### src/design/dda_pkg.sv
// ---------------------------------------------------------------------------
// dda_pkg: shared types and constants for the DDA line rasteriser
// Coordinate and fixed-point widths, the transaction payloads, the sequencer
// states and the request/response bundles of the shared divider.
// ---------------------------------------------------------------------------
`default_nettype none

package dda_pkg;

  localparam int COORD_BITS = 12;
  localparam int FRAC_BITS  = 16;
  localparam int POS_BITS   = COORD_BITS + FRAC_BITS + 1;
  localparam int STEP_BITS  = FRAC_BITS + 2;
  localparam int REM_BITS   = COORD_BITS + 1;
  localparam int NUM_BITS   = COORD_BITS + FRAC_BITS;
  localparam int CNT_BITS   = $clog2(NUM_BITS);

  // One half in the position format, added before truncation to round half up.
  localparam logic [POS_BITS-1:0] HALF_LSB = POS_BITS'(1) << (FRAC_BITS - 1);

  typedef enum logic {
    FUNC_LOAD = 1'b0,
    FUNC_STEP = 1'b1
  } func_t;

  typedef enum logic [1:0] {
    ST_IDLE,
    ST_DIV_X,
    ST_DIV_Y
  } state_t;

  typedef struct packed {
    func_t                         func;
    logic signed [COORD_BITS-1:0]  x_start;
    logic signed [COORD_BITS-1:0]  y_start;
    logic signed [COORD_BITS-1:0]  x_end;
    logic signed [COORD_BITS-1:0]  y_end;
  } in_item_t;

  typedef struct packed {
    logic signed [COORD_BITS-1:0]  pixel_x;
    logic signed [COORD_BITS-1:0]  pixel_y;
    logic                          last;
  } out_item_t;

  typedef struct packed {
    logic                 start;
    logic [NUM_BITS-1:0]  num;
    logic [REM_BITS-1:0]  den;
  } div_req_t;

  typedef struct packed {
    logic                 done;
    logic [NUM_BITS-1:0]  quot;
    logic [REM_BITS-1:0]  rem;
  } div_rsp_t;

endpackage

`default_nettype wire

### src/design/dda_div.sv
// ---------------------------------------------------------------------------
// dda_div: iterative unsigned restoring divider
// Produces one quotient bit per cycle; the quotient and remainder are valid
// in the cycle in which done is high.
// ---------------------------------------------------------------------------
`default_nettype none

module dda_div import dda_pkg::*; (
  input  logic     clk,
  input  logic     rst_n,
  input  div_req_t req,
  output div_rsp_t rsp
);

  logic                busy_r, busy_nxt;
  logic                done_r, done_nxt;
  logic [CNT_BITS-1:0] cnt_r, cnt_nxt;
  logic [NUM_BITS-1:0] quot_r, quot_nxt;
  logic [REM_BITS-1:0] rem_r, rem_nxt;
  logic [REM_BITS-1:0] den_r, den_nxt;
  logic [REM_BITS:0]   trial;
  logic [REM_BITS:0]   diff;

  always_comb begin
    trial    = {rem_r, quot_r[NUM_BITS-1]};
    diff     = trial - {1'b0, den_r};
    busy_nxt = busy_r;
    done_nxt = 1'b0;
    cnt_nxt  = cnt_r;
    quot_nxt = quot_r;
    rem_nxt  = rem_r;
    den_nxt  = den_r;
    if (busy_r) begin
      // A borrow out of the trial subtraction means this quotient bit is zero.
      quot_nxt = {quot_r[NUM_BITS-2:0], ~diff[REM_BITS]};
      rem_nxt  = diff[REM_BITS] ? trial[REM_BITS-1:0] : diff[REM_BITS-1:0];
      cnt_nxt  = cnt_r + 1'b1;
      if (cnt_r == CNT_BITS'(NUM_BITS - 1)) begin
        busy_nxt = 1'b0;
        done_nxt = 1'b1;
      end
    end else if (req.start) begin
      busy_nxt = 1'b1;
      cnt_nxt  = '0;
      quot_nxt = req.num;
      rem_nxt  = '0;
      den_nxt  = req.den;
    end
  end

  always_ff @(posedge clk) begin
    if (!rst_n) begin
      busy_r <= 1'b0;
      done_r <= 1'b0;
      cnt_r  <= '0;
    end else begin
      busy_r <= busy_nxt;
      done_r <= done_nxt;
      cnt_r  <= cnt_nxt;
    end
  end

  always_ff @(posedge clk) begin
    quot_r <= quot_nxt;
    rem_r  <= rem_nxt;
    den_r  <= den_nxt;
  end

  assign rsp.done = done_r;
  assign rsp.quot = quot_r;
  assign rsp.rem  = rem_r;

endmodule

`default_nettype wire

### src/design/dda_line_rasterizer.sv
// ---------------------------------------------------------------------------
// dda_line_rasterizer: DDA line rasteriser top level
// Loads a pair of endpoints, derives per-step increments with a shared
// divider and then emits one rounded pixel for every step transaction on an active line.
// ---------------------------------------------------------------------------
// Usage:
//   The in_ channel carries load and step transactions; the out_ channel
//   carries pixels. A load produces no pixel; it holds in_ready low while
//   the two increments are computed by one shared restoring divider, one
//   quotient bit per cycle, x first and then y. A zero-length line needs
//   no division and the block is ready again on the next cycle.
//   A step transaction, while a line is active, puts its pixel in the output
//   register on the following cycle; steps can be taken one per cycle as
//   long as the receiver keeps out_ready high. A step with no active line is
//   dropped silently. The line gives max(|dx|,|dy|) pixels, the second
//   endpoint excluded, with last set on the final one.
//   When the receiver stalls, the pixel waits in the output register and
//   in_ready stays low until it has been taken.
//   After reset no line is active and the output register is empty.
// ---------------------------------------------------------------------------
`default_nettype none

module dda_line_rasterizer import dda_pkg::*; (
  input  logic      clk,
  input  logic      rst_n,
  input  logic      in_valid,
  output logic      in_ready,
  input  in_item_t  in_data,
  output logic      out_valid,
  input  logic      out_ready,
  output out_item_t out_data
);

  state_t                state_r, state_nxt;
  logic [POS_BITS-1:0]   pos_x_r, pos_x_nxt;
  logic [POS_BITS-1:0]   pos_y_r, pos_y_nxt;
  logic [STEP_BITS-1:0]  step_x_r, step_x_nxt;
  logic [STEP_BITS-1:0]  step_y_r, step_y_nxt;
  logic [REM_BITS-1:0]   remaining_r, remaining_nxt;
  logic [REM_BITS-1:0]   len_r, len_nxt;
  logic [REM_BITS-1:0]   abs_dy_r, abs_dy_nxt;
  logic                  neg_x_r, neg_x_nxt;
  logic                  neg_y_r, neg_y_nxt;
  logic                  out_valid_r, out_valid_nxt;
  out_item_t             out_data_r, out_data_nxt;

  logic                  in_accept;
  logic                  load_acc;
  logic                  step_acc;
  logic [REM_BITS-1:0]   dx_w, dy_w, adx_w, ady_w, len_w;
  logic [POS_BITS-1:0]   round_x, round_y;
  logic [STEP_BITS-1:0]  quot_s, step_q;
  logic                  quot_neg;
  div_req_t              div_req;
  div_rsp_t              div_rsp;

  dda_div u_div (
    .clk   (clk),
    .rst_n (rst_n),
    .req   (div_req),
    .rsp   (div_rsp)
  );

  assign in_accept = in_valid && in_ready;
  assign load_acc  = in_accept && (in_data.func == FUNC_LOAD);
  assign step_acc  = in_accept && (in_data.func == FUNC_STEP) && (remaining_r != '0);

  // Endpoint differences, their magnitudes and the major-axis length.
  always_comb begin
    dx_w  = {in_data.x_end[COORD_BITS-1], in_data.x_end}
          - {in_data.x_start[COORD_BITS-1], in_data.x_start};
    dy_w  = {in_data.y_end[COORD_BITS-1], in_data.y_end}
          - {in_data.y_start[COORD_BITS-1], in_data.y_start};
    adx_w = dx_w[REM_BITS-1] ? (~dx_w + 1'b1) : dx_w;
    ady_w = dy_w[REM_BITS-1] ? (~dy_w + 1'b1) : dy_w;
    len_w = (ady_w > adx_w) ? ady_w : adx_w;
  end

  // Floor of a signed quotient: for a negative numerator, -q - (r != 0)
  // equals ~q + (r == 0).
  always_comb begin
    quot_neg = (state_r == ST_DIV_X) ? neg_x_r : neg_y_r;
    quot_s   = div_rsp.quot[STEP_BITS-1:0];
    step_q   = quot_neg ? (~quot_s + STEP_BITS'(div_rsp.rem == '0)) : quot_s;
  end

  always_comb begin
    round_x = pos_x_r + HALF_LSB;
    round_y = pos_y_r + HALF_LSB;
  end

  // Next state.
  always_comb begin
    state_nxt = state_r;
    case (state_r)
      ST_IDLE: begin
        if (load_acc && (len_w != '0)) state_nxt = ST_DIV_X;
      end
      ST_DIV_X: begin
        if (div_rsp.done) state_nxt = ST_DIV_Y;
      end
      ST_DIV_Y: begin
        if (div_rsp.done) state_nxt = ST_IDLE;
      end
      default: state_nxt = ST_IDLE;
    endcase
  end

  // Sequencer outputs.
  always_comb begin
    in_ready      = 1'b0;
    div_req.start = 1'b0;
    div_req.num   = {adx_w[COORD_BITS-1:0], {FRAC_BITS{1'b0}}};
    div_req.den   = len_w;
    case (state_r)
      ST_IDLE: begin
        in_ready      = !out_valid_r || out_ready;
        div_req.start = load_acc && (len_w != '0);
      end
      ST_DIV_X: begin
        div_req.start = div_rsp.done;
        div_req.num   = {abs_dy_r[COORD_BITS-1:0], {FRAC_BITS{1'b0}}};
        div_req.den   = len_r;
      end
      ST_DIV_Y: begin
        div_req.start = 1'b0;
      end
      default: begin
        in_ready = 1'b0;
      end
    endcase
  end

  // Datapath.
  always_comb begin
    pos_x_nxt     = pos_x_r;
    pos_y_nxt     = pos_y_r;
    step_x_nxt    = step_x_r;
    step_y_nxt    = step_y_r;
    remaining_nxt = remaining_r;
    len_nxt       = len_r;
    abs_dy_nxt    = abs_dy_r;
    neg_x_nxt     = neg_x_r;
    neg_y_nxt     = neg_y_r;
    out_valid_nxt = out_valid_r && !out_ready;
    out_data_nxt  = out_data_r;

    if (load_acc) begin
      pos_x_nxt     = {in_data.x_start[COORD_BITS-1], in_data.x_start, {FRAC_BITS{1'b0}}};
      pos_y_nxt     = {in_data.y_start[COORD_BITS-1], in_data.y_start, {FRAC_BITS{1'b0}}};
      step_x_nxt    = '0;
      step_y_nxt    = '0;
      remaining_nxt = '0;
      len_nxt       = len_w;
      abs_dy_nxt    = ady_w;
      neg_x_nxt     = dx_w[REM_BITS-1];
      neg_y_nxt     = dy_w[REM_BITS-1];
    end else if (step_acc) begin
      out_valid_nxt        = 1'b1;
      out_data_nxt.pixel_x = round_x[FRAC_BITS +: COORD_BITS];
      out_data_nxt.pixel_y = round_y[FRAC_BITS +: COORD_BITS];
      out_data_nxt.last    = (remaining_r == REM_BITS'(1));
      pos_x_nxt = pos_x_r + {{(POS_BITS-STEP_BITS){step_x_r[STEP_BITS-1]}}, step_x_r};
      pos_y_nxt = pos_y_r + {{(POS_BITS-STEP_BITS){step_y_r[STEP_BITS-1]}}, step_y_r};
      remaining_nxt = remaining_r - 1'b1;
    end

    if (div_rsp.done && (state_r == ST_DIV_X)) begin
      step_x_nxt = step_q;
    end
    if (div_rsp.done && (state_r == ST_DIV_Y)) begin
      step_y_nxt    = step_q;
      remaining_nxt = len_r;
    end
  end

  always_ff @(posedge clk) begin
    if (!rst_n) begin
      state_r     <= ST_IDLE;
      remaining_r <= '0;
      out_valid_r <= 1'b0;
    end else begin
      state_r     <= state_nxt;
      remaining_r <= remaining_nxt;
      out_valid_r <= out_valid_nxt;
    end
  end

  always_ff @(posedge clk) begin
    pos_x_r    <= pos_x_nxt;
    pos_y_r    <= pos_y_nxt;
    step_x_r   <= step_x_nxt;
    step_y_r   <= step_y_nxt;
    len_r      <= len_nxt;
    abs_dy_r   <= abs_dy_nxt;
    neg_x_r    <= neg_x_nxt;
    neg_y_r    <= neg_y_nxt;
    out_data_r <= out_data_nxt;
  end

  assign out_valid = out_valid_r;
  assign out_data  = out_data_r;

  // A line only becomes active once both increments are in place.
  a_active_only_idle: assert property (@(posedge clk) disable iff (!rst_n)
    (remaining_r != '0) |-> (state_r == ST_IDLE))
    else $error("line active while the divider sequence is running");

  a_len_loaded: assert property (@(posedge clk) disable iff (!rst_n)
    ((state_r == ST_DIV_Y) && div_rsp.done) |=> (remaining_r == $past(len_r)))
    else $error("pixel count not loaded at the end of the second division");

  a_step_emits: assert property (@(posedge clk) disable iff (!rst_n)
    step_acc |=> (out_valid_r && (remaining_r == $past(remaining_r) - 1'b1)))
    else $error("step transaction on an active line did not produce a pixel");

endmodule

`default_nettype wire
### config.mk
export PLATFORM = sky130hd
export DESIGN_NAME = dda_line_rasterizer
export DESIGN_NICKNAME = d
export VERILOG_FILES = /design/src/design/dda_pkg.sv /design/src/design/dda_div.sv /design/src/design/dda_line_rasterizer.sv
export SDC_FILE = /design/constraint.sdc
export NUM_CORES = 1
export LEC_CHECK = 0
export ABC_AREA = 1
export BUFFER_PORTS_ARGS = -buffer_cell sky130_fd_sc_hd__buf_2
export CORE_MARGIN = 8
export CORE_UTILIZATION = 45
export CTS_CLUSTER_SIZE = 24
export DETAILED_ROUTE_END_ITERATION = 6
export HOLD_SLACK_MARGIN = 0.08
export PLACE_DENSITY = 0.71
export SLEW_MARGIN = 0
export SYNTH_ARGS = -nofsm -noshare
export SYNTH_HDL_FRONTEND = slang
export SYNTH_SLANG_ARGS = --single-unit
### constraint.sdc
create_clock -name clk -period 9.15 [get_ports clk]
set_clock_uncertainty 0.2 [all_clocks]
set_input_delay 1.83 -clock clk [delete_from_list [all_inputs] [get_ports clk]]
set_output_delay 1.83 -clock clk [all_outputs]
set_load 0.02 [all_outputs]
==> results_dict.tcl <==
set metrics [dict create \
    status "complete, no violations" \
    drtIter0Drc 807 \
    finalSetupViolCount 0 \
    min_to "pos_x_r[0]" \
    syn_avg_cell_area_sq_um 7.772 \
    min_delay_path_depth 2 \
    regToRegStartpoint "out_valid" \
    cts_tree "yes" \
    layout.nets 2209 \
    yosys.area_share.simple_pct 23.38 \
    cp.required_ps 9080 \
    die_x_um 200.0 \
    cts_max_path_buffers 3 \
    drive_gt1_share_pct 8.560 \
    grt_pass1_wl_um 61350 \
    fin_crit_sh_pct 74.85 \
    pwr-share-comb_pct 36.7 \
    initial_core_util_pct 45.57 \
    leakage_nw 8.034 \
    hold_start "pos_x_r[0]" \
    grt_max_degree 51 \
    clkSinkCount 221 \
    pwr-share-seq_pct 36.5 \
    synth_seq_cells 221 \
    fin_util_pct 50.63 \
    yosys.area.top_type "edfxtp_1" \
    cp-end-kind "register" \
    critPathLaunch "in_data[0]" \
    fmax_ghz 0.1460 \
    p_sw_mw 1.415 \
    wl_per_cell_um 15.18 \
    dr_total_vias 13200 \
    worst_path_most_repeated_cell "nand2_1" \
    max-cap-violations 0 \
    avgViaCountPerCell 5.272 \
    cts_hold_buf 0 \
    peakVddDrop_mv 0.1353 \
    tns_ps 0 \
    synth_top_flop_cell "edfxtp_1" \
    yosysSeqAreaShare_pct 39.93 \
    synth_xor_area_share_pct 4.885 \
    crit_path_top_delay_cell "a21oi_1" \
    grt_pass1_vias 12690 \
    syn-cell-area_sq_um 15240 \
    wl_um 38020 \
    powerDensity_nw_per_um2 223.0 \
    synth_edf_count 166 \
    slowest_delay_ps 850 \
    grt-ovfl-total 0 \
    synth_top_area_share_pct 32.71 \
    synthMuxAreaShare_pct 0 \
    synth-compound-area-share_pct 13.23 \
    synthAdderAreaFrac_pct 10.02 \
    clk_pin_slew_ps 60 \
    p_sw_share_pct 37.46 \
    r2r_setup_slack_ps 5160 \
    slew_headroom_pct 22.12 \
    synth_warnings 0 \
    io_pins 80 \
    netlist_top_cells_count "nand2_1 (443), inv_1 (292), edfxtp_1 (166), nand3_1 (146), nor2_1 (144)" \
    die_h_um 200.0 \
    synth_top_family_by_area "simple AND/OR/NAND/NOR gates" \
    finalHoldViolCount 0 \
    hp-class "register to register" \
    rr_worst_depth 11 \
    htreeDepth 1 \
    p_int_mw 2.362 \
    gp_congestion 0.9162 \
    antenna_found_initial 1 \
    post-cts-setup-buffers 0 \
    numPortBuffers 79 \
    synth_area_leaders "edfxtp_1 (33%), nand2_1 (11%), ha_1 (9.4%), dfxtp_1 (7.2%), inv_1 (7.2%)" \
    ant_nets 0 \
    drc 0 \
    r2r_end "remaining_r[10]" \
    p_clk_share_pct 26.8 \
    post_cts_resize_count 0 \
    n_antenna_cell 0 \
    crit_arrival_ps 6780 \
    path_class "input pin to register" \
    clk_latency_ps 540 \
    async_flop_share_pct 0 \
    tightest_slew_ps 1165 \
    crit_path_max_fanout 14 \
    fp-row-count 67 \
    core_area_sq_um 33450 \
    hpwl_um 29450 \
    period_needed_ps 6849 \
    yosysUniqueCellTypes 50 \
    synth_nets 2133 \
    die_area_sq_um 40010 \
    synthToLayoutAreaGrowth_pct 11.12 \
    dr.pass1.iters 5 \
    numCtsBuffers 25 \
    finalMaxSlewViolations 0 \
    critPathLaunchType "input pin" \
    synthCells 1961 \
    cts-root-buf "clkbuf_16" \
    grt_use_total_pct 18.77 \
    rsz0062_at_grt "false" \
    synthMostInstantiatedCell "nand2_1" \
]
## layer usage
layer,vias to the layer above,part of all wire (%),global-route usage [%]
li1,6716,-,-
met1,6018,44,24.12
met2,378,46,31.88
met3,88,6.3,2.867
met4,2,3.2,6.458
met5,-,0.034,0
## layout by cell type (no fill, tap or decap), types with 5 or more instances in the layout
cell / instances
buf_4: 11
o21a_1: 7
nand2_2: 14
xnor2_1: 29
nor3_1: 27
nand3b_1: 6
nor2_2: 5
dfxtp_1: 55
a21oi_1: 143
nor2_1: 144
a31oi_1: 10
fa_1: 5
clkinv_1: 7
a21boi_0: 6
ha_1: 114
buf_2: 79
o22ai_1: 8
o211ai_1: 11
a21o_1: 6
o21ai_0: 137
clkbuf_16: 25
nand3_2: 7
xor2_1: 56
edfxtp_1: 166
nand2_1: 443
nand3_1: 145
o21bai_1: 6
or2_2: 5
inv_1: 292
o21ai_1: 11
nand4_1: 23
## worst max-delay path: cells and delay by family
| family | cells | cell delay (ps) |
|---|---|---|
| AO/OA/AOI/OAI | 5 | 1560 |
| adder cells (fa/ha/maj) | 3 | 960 |
| buffers and inverters | 5 | 750 |
| AND/OR/NAND/NOR | 15 | 1660 |
## flip-flops by register name, summed over array words and instances (netlist names), 2 cells and up
name,cells
u_div.den_r,13
abs_dy_r,12
len_r,13
remaining_r,13
pos_x_r,28
state_r,2
u_div.quot_r,28
u_div.rem_r,13
step_x_r,18
pos_y_r,28
out_data,25
step_y_r,18
u_div.cnt_r,5
## cells by family after synthesis
group           Yosys count
simple gates            831
compound gates          365
buf+inv                 340
flops                   221
fa+ha+maj               119
xor+xnor                 85
## how the worst max path moves through the flow
stage                           end  cells past startpoint
floorplan           u_div.quot_r[0]                     29
global placement     u_div.den_r[2]                     30
detailed placement   u_div.den_r[4]                     28
CTS                  u_div.den_r[2]                     28
global route         u_div.den_r[6]                     30
finish               u_div.den_r[4]                     28
## area by class of cell
| type | instances | area [sq um] |
|---|---|---|
| fill | 3201 | 16510 |
| multi-input combinational | 1400 | 7861 |
| sequential | 221 | 6086 |
| inverter | 299 | 1122 |
| clock buffer | 29 | 640.6 |
| tap | 448 | 560.5 |
| timing repair buffer | 90 | 478.0 |
| clock inverter | 17 | 187.7 |
## per-stage QoR
stage	cells	hold WS, ps	instance area [sq um]	total power [mW]	worst slack, ps
floorplan	1961	249.8	15240	2.430	2601
global placement	2458	259.3	16110	2.740	1907
detailed placement	2458	269.5	16110	2.773	1782
finish	2504	275.7	16940	3.777	2301
CTS	2504	278.7	16940	3.787	2325
global route	2504	294.8	16940	4.042	1729
## power by group through the flow
stage | combinational [mW] | sequential (mW) | clock (mW)
floorplan | 1.05 | 1.38 | 0
global placement | 1.35 | 1.39 | 0
detailed placement | 1.37 | 1.40 | 0
CTS | 1.38 | 1.38 | 1.03
global route | 1.58 | 1.40 | 1.07
finish | 1.39 | 1.38 | 1.01
Note: power is estimated with default switching activity, not from simulation.
